File: config.mk
export PLATFORM = sky130hd
export DESIGN_NAME = rvex_regfile
export DESIGN_NICKNAME = d
export VERILOG_FILES = /design/src/rtl/rvex_pkg.sv /design/src/rtl/rvex_regfile.sv
export SDC_FILE = /design/constraint.sdc
export NUM_CORES = 2
export LEC_CHECK = 0
export BUFFER_PORTS_ARGS = -buffer_cell sky130_fd_sc_hd__buf_2
export CAP_MARGIN = 5
export CORE_UTILIZATION = 55
export CTS_BUF_LIST = sky130_fd_sc_hd__clkbuf_8
export DETAILED_ROUTE_END_ITERATION = 10
export PLACE_DENSITY = 0.72
export SYNTH_ARGS = -nofsm -noshare
export SYNTH_HDL_FRONTEND = slang
export SYNTH_SLANG_ARGS = --single-unit
File: constraint.sdc
create_clock -name clk -period 5.24 [get_ports clk]
set_clock_uncertainty 0.1 [all_clocks]
set_input_delay 0.786 -clock clk [delete_from_list [all_inputs] [get_ports clk]]
set_output_delay 0.786 -clock clk [all_outputs]
set_load 0.01 [all_outputs]
File: src/rtl/rvex_pkg.sv
// Shared types, opcode codes and ALU helper for the RV64I execute unit.
// No dependencies.
`timescale 1ns / 1ps
`default_nettype none
package rvex_pkg;

  localparam logic [5:0] OP_ADD   = 6'd0;
  localparam logic [5:0] OP_SUB   = 6'd1;
  localparam logic [5:0] OP_SLTU  = 6'd9;
  localparam logic [5:0] OP_ADDI  = 6'd10;
  localparam logic [5:0] OP_SLTIU = 6'd18;
  localparam logic [5:0] OP_LD    = 6'd19;
  localparam logic [5:0] OP_LW    = 6'd20;
  localparam logic [5:0] OP_LH    = 6'd21;
  localparam logic [5:0] OP_LB    = 6'd22;
  localparam logic [5:0] OP_LHU   = 6'd23;
  localparam logic [5:0] OP_LBU   = 6'd24;
  localparam logic [5:0] OP_LWU   = 6'd25;
  localparam logic [5:0] OP_JALR  = 6'd26;
  localparam logic [5:0] OP_SD    = 6'd27;
  localparam logic [5:0] OP_SW    = 6'd28;
  localparam logic [5:0] OP_SH    = 6'd29;
  localparam logic [5:0] OP_SB    = 6'd30;
  localparam logic [5:0] OP_BEQ   = 6'd31;
  localparam logic [5:0] OP_BNE   = 6'd32;
  localparam logic [5:0] OP_BLT   = 6'd33;
  localparam logic [5:0] OP_BGE   = 6'd34;
  localparam logic [5:0] OP_BLTU  = 6'd35;
  localparam logic [5:0] OP_BGEU  = 6'd36;
  localparam logic [5:0] OP_JAL   = 6'd37;
  localparam logic [5:0] OP_LUI   = 6'd38;
  localparam logic [5:0] OP_AUIPC = 6'd39;

  localparam logic [3:0] ALU_ADD  = 4'd0;
  localparam logic [3:0] ALU_SUB  = 4'd1;
  localparam logic [3:0] ALU_AND  = 4'd2;
  localparam logic [3:0] ALU_OR   = 4'd3;
  localparam logic [3:0] ALU_XOR  = 4'd4;
  localparam logic [3:0] ALU_SLL  = 4'd5;
  localparam logic [3:0] ALU_SRL  = 4'd6;
  localparam logic [3:0] ALU_SRA  = 4'd7;
  localparam logic [3:0] ALU_SLT  = 4'd8;

  typedef struct packed {
    logic [5:0]         opcode;
    logic [4:0]         dest_index;
    logic [4:0]         src_a_index;
    logic [4:0]         src_b_index;
    logic signed [31:0] immediate;
  } in_item_t;

  typedef struct packed {
    logic [63:0]        next_pc;
    logic               reg_written;
    logic [4:0]         written_index;
    logic signed [63:0] written_value;
    logic               out_of_bounds;
  } out_item_t;

  typedef struct packed {
    logic        we;
    logic [4:0]  addr;
    logic [63:0] data;
  } rf_wr_t;

  function automatic logic [63:0] alu(input logic [3:0] op, input logic [63:0] a,
                                      input logic [63:0] b);
    logic [5:0] s;
    s = b[5:0];
    case (op)
      ALU_ADD: alu = a + b;
      ALU_SUB: alu = a - b;
      ALU_AND: alu = a & b;
      ALU_OR:  alu = a | b;
      ALU_XOR: alu = a ^ b;
      ALU_SLL: alu = a << s;
      ALU_SRL: alu = a >> s;
      ALU_SRA: alu = $unsigned($signed(a) >>> s);
      ALU_SLT: alu = {63'b0, $signed(a) < $signed(b)};
      default: alu = {63'b0, a < b};
    endcase
  endfunction

endpackage
`default_nettype wire

File: src/rtl/rvex_regfile.sv
// 32 x 64 register file, two synchronous read ports, one write port.
// Duplicated storage per read port; reset valid bits make unwritten entries read zero.
`timescale 1ns / 1ps
`default_nettype none
module rvex_regfile (
  input  wire logic            clk,
  input  wire logic            rst_n,
  input  wire rvex_pkg::rf_wr_t wr,
  input  wire logic            re,
  input  wire logic [4:0]      raddr_a,
  input  wire logic [4:0]      raddr_b,
  output logic [63:0]          rdata_a,
  output logic [63:0]          rdata_b
);
  import rvex_pkg::*;

  logic [63:0] mem_a [32];
  logic [63:0] mem_b [32];
  logic [31:0] vld_r;
  logic [63:0] rda_r, rdb_r;
  logic        va_r, vb_r;

  always_ff @(posedge clk) begin
    if (!rst_n) begin
      vld_r <= '0;
    end else if (wr.we) begin
      vld_r[wr.addr] <= 1'b1;
    end
  end

  always_ff @(posedge clk) begin
    if (wr.we) begin
      mem_a[wr.addr] <= wr.data;
      mem_b[wr.addr] <= wr.data;
    end
    if (re) begin
      rda_r <= mem_a[raddr_a];
      rdb_r <= mem_b[raddr_b];
      va_r  <= vld_r[raddr_a];
      vb_r  <= vld_r[raddr_b];
    end
  end

  assign rdata_a = va_r ? rda_r : 64'd0;
  assign rdata_b = vb_r ? rdb_r : 64'd0;

endmodule
`default_nettype wire

Yosys cells after proc, flatten, opt, wreduce, memory -nomap -nowiden. Memories as Yosys holds them, arrays and structs flattened. A register that Yosys moved wholly into a read port is not among the register bits. Cells that the tools add are included.

Bits in registers: 34. Memory bits (writable): 4096. Bits of input ports: 83. Output and inout bits: 128. Memories: 2.

Order comparisons: 4. Muxes and demuxes: 10. Bitwise gates (word level): 1. Reduce and logical (&&, ||, !) cells: 1.

Memory list: mem_a (depth 32, width 64, read ports 1, clocked after Yosys merged registers in 1, write ports 1, RTL line rvex_regfile.sv:17) `logic [63:0] mem_a [32];`; mem_b (depth 32, width 64, read ports 1, clocked after Yosys merged registers in 1, write ports 1, RTL line rvex_regfile.sv:18) `logic [63:0] mem_b [32];`.

Operators with widths (count): two-way mux 64 bit (2); bitwise OR 32 bit (1); less-than comparator 5 x 6 -> 1 bit, second input constant (3); binary-select mux 1 bit (select 5 bit) (2); demux 1 bit (select 5 bit) (1); >= comparator 5 x 1 -> 1 bit, second input constant (1); two-way mux 1 bit (5); logical AND 1 bit (1).

Depth between registers and ports, before layout.
Depth after elaboration: 5. Depth in mapped cells: 9. Depth with buffers taken out: 5.

Worst setup path before layout. No wires, ideal clock.

Kind: input to register. From: input wr[64] (netlist bit). To: memory mem_b[24][0], enable pin. Arrival time: 4.153 ns. Setup slack: 0.499 ns. Stages on the path: 3. Buffers on the path: 1. Path through: or3b_2 > clkbuf_1 > nor2_1.

RTL lines: from (decl) (RTL line rvex_regfile.sv:8) `input wire rvex_pkg::rf_wr_t wr,`; to (decl) (RTL line rvex_regfile.sv:18).

Straight into the memory's write port.

Worst setup path in the final report.
From: register va_r. To: output rdata_a[0].

Cells in the longest elaborated chain, start to end: 1.

Ends and longest elaborated chain: from (decl) (RTL line rvex_regfile.sv:21) `logic va_r, vb_r;`; from (signal assigned) (RTL line rvex_regfile.sv:39) `va_r <= vld_r[raddr_a];`; two-way mux 64 bit (RTL line rvex_regfile.sv:44) `assign rdata_a = va_r ? rda_r : 64'd0;`; to (decl) (RTL line rvex_regfile.sv:12) `output logic [63:0] rdata_a,`.

Every way passes these cells.

==> impl_metrics.yaml <==
run_status:
  outcome: "finished clean"
sta:
  final_hold_viol_count: 0
  fmax_mhz: 245
  setup_viol: 0
  max-slew-margin-rel: 0.189
  tightest_slew_ps: 1210
  maxSlewViolCount: 0
  period_needed_ps: 4090
  grt_setup_unrepaired: "false"
  finalHoldWorstSlack_ps: 74.8
  setup_tns_ps: 0
  fin_crit_sh: 0.780
critical_path:
  cp_num_buf_inv: 2
  ff2ff_setup_slack_ps: 3170
  critPathKind: "flip-flop to primary output"
  r2r_start: "mem_b[19][54]$_DFFE_PP_"
  worstPathMaxFanout: 25
  worst_path_max_delay_cell: "edfxtp_1"
  cp-end-kind: "primary output"
  cp_cell_sequence: "buf_4 > and2_1 > buf_2"
  critical_path.max_stage_delay_ps: 1060
  worstPathRequired_ps: 4350
  crit_arrival_ps: 3200
  cp_top_family: "flip-flops"
  crit_start: "va_r$_DFFE_PP_"
  worstSetupStartpointType: "flip-flop"
clock_tree:
  cts_root_buffer: "clkbuf_8"
  cts_sinks: 2210
  cts_hold_buffers: 4
  post_cts_buffers: 0
  ctsResizeCount: 0
  clkLatencyLatePin_ps: 1100
  numCtsBuffers: 374
  htreeDepth: 5
  cts_tree: "done"
  clk_pin_slew_ps: 60
  cts_max_path_buffers: 4
logic_synthesis:
  synth_area_leaders: "edfxtp_1 65%, mux4_2 24%, mux2i_1 3.4%, and2_1 0.82%, a221oi_1 0.66%"
  synth_area_um2: 100000
  ys_async_sr_fraction: 0
  synthTopCellsByCount: "2178 x edfxtp_1, 1072 x mux4_2, 340 x mux2i_1"
  synth_flop_cell: "edfxtp_1"
  synth.distinct_cells: 42
  yosysTopAreaCellShare: 0.652
  synth-seq-area-share: 0.659
  ys_ff_latch: 2210
  synth_top_area_cell: "edfxtp_1"
  synth_edf_count: 2178
  avgSynthCellArea_um2: 21.5
  syn_nets: 4749
  ys_warn_count: 0
  syn_inst: 4666
  yosysMostFrequentCell: "edfxtp_1"
final_layout:
  final_layout_size_suffix_gt1_frac: 0.377
  finish.net_count: 5145
  multi_input_area_um2: 32600
  stdcell_area_um2: 112000
  nFillCells: 12275
  syn2layout_area_growth_pct: 11.6
  regArea_um2: 66000
  fin_cells: 7725
die:
  die_area_um2: 184000
  die_h_um: 429
  start_util: 0.554
  core_area_um2: 181000
  io_pins: 211
  die_x_um: 429
  rows: 156
grt:
  gr-usage-all-layers: 0.315
  gr-total-overflow: 0
  grt_start_max_net_pins: 95
  grt_pass1_wl_mm: 408
  grt_pass1_vias: 56438
  antenna_found_initial: 30
worst_hold_path:
  min_path_type: "input pin to flip-flop"
  min_from: "wr[14]"
power_and_ir_drop:
  combinationalPowerShare: 0.081
  power_mw: 37.4
  switching_share: 0.235
  internal_power_mw: 28.7
  p_sw_mw: 8.78
  pwr-share-clk: 0.387
  p_leak_nw: 36.5
  seqPwrFrac: 0.532
  irDropWorstVdd_v: 0.000233
  powerDensity_nw_per_um2: 334
routing:
  drt-met1-wl_mm: 104
  first_pass_iters: 6
  drtIter0Drc: 7664
  highest_layer: "met5"
  via_per_inst: 7.15
  drc: 0
  wl_mm: 288
  met2_length_mm: 140
  wl_per_cell_um: 37.2
  ant_nets: 0
  route.met3.wl_mm: 32.6
  vias: 55221
placement:
  placed_area_um2: 105000
  dp_cells: 7052
  dp_hpwl_mm: 154
  finalWeightedCongestion: 0.799
  io_buffers: 210
run:
  cap_viol_max_count: 0
path summary, 6_finish.rpt:
path                        endpoint  cells after the start
min reg2reg    vld_r[6]$_SDFFE_PN0P_                      1
min          mem_b[21][14]$_DFFE_PP_                      1
max reg2reg      rda_r[54]$_DFFE_PP_                      4
max                       rdata_a[0]                      3
registers in the layout, summed over array words and instances, names as in the netlist:
signal and count:
mem_b 1984, mem_a 64, rda_r 64, rdb_r 64
vld_r 32, va_r 1, vb_r 1
layout by cell type (no fill, tap or decap), drive strengths merged, types with 8 or more instances in the layout:
cell,Yosys,final
dfxtp,32,32
mux4,1072,1072
a32o,36,36
mux2,54,54
o22ai,40,40
inv,3,112
nor2,48,48
mux2i,340,340
and2,133,133
buf,247,380
o21a,65,65
clkbuf,119,389
nor2b,18,18
diode,0,20
a22o,22,22
edfxtp,2178,2178
bufinv,0,15
a22oi,31,31
nand2,84,84
a21o,8,8
a221oi,76,76
clkinv,0,132
worst register-to-register path, stage by stage, from the launching register on:
cell,delay [ps]
edfxtp_1,350
mux4_2,250
mux2i_1,70
a22o_1,260
a221oi_1,700
stage by stage:
stage,utilization,setup slack (ps)
global placement,0.581,1590
floorplan,-,499
finish,0.619,1150
global route,0.619,1090
CTS,0.618,1100
detailed placement,0.581,1590
layer usage:
layer  vias up  GRT usage
met1     29432      0.431
met5         -          0
met4         4      0.115
met3       655     0.0673
met2      3817      0.504
li1      21313          -
power by group through the flow:
stage               logic (mW)  clock network (mW)  registers [mW]
global route              3.20                15.4            19.9
CTS                       3.04                14.6            19.9
detailed placement        3.03                   0            20.3
finish                    3.05                14.5            19.9
floorplan                 1.98                   0            20.2
global placement          3.00                   0            20.3
cell type report:
class | instances | area share
Inverter | 3 | 0.000168
Antenna cell | 20 | 0.000447
Multi-Input combinational cell | 2087 | 0.291
Sequential cell | 2210 | 0.590
Tap cell | 2370 | 0.0265
Timing Repair Buffer | 386 | 0.0308
Clock buffer | 387 | 0.0476
Clock inverter | 262 | 0.0132
cell families after synthesis:
logic type,share of synthesized area
flops,0.659
mux,0.281
buf+inv,0.0194
compound gates,0.0251
simple gates,0.0161
(Power assumes the default switching activity.)
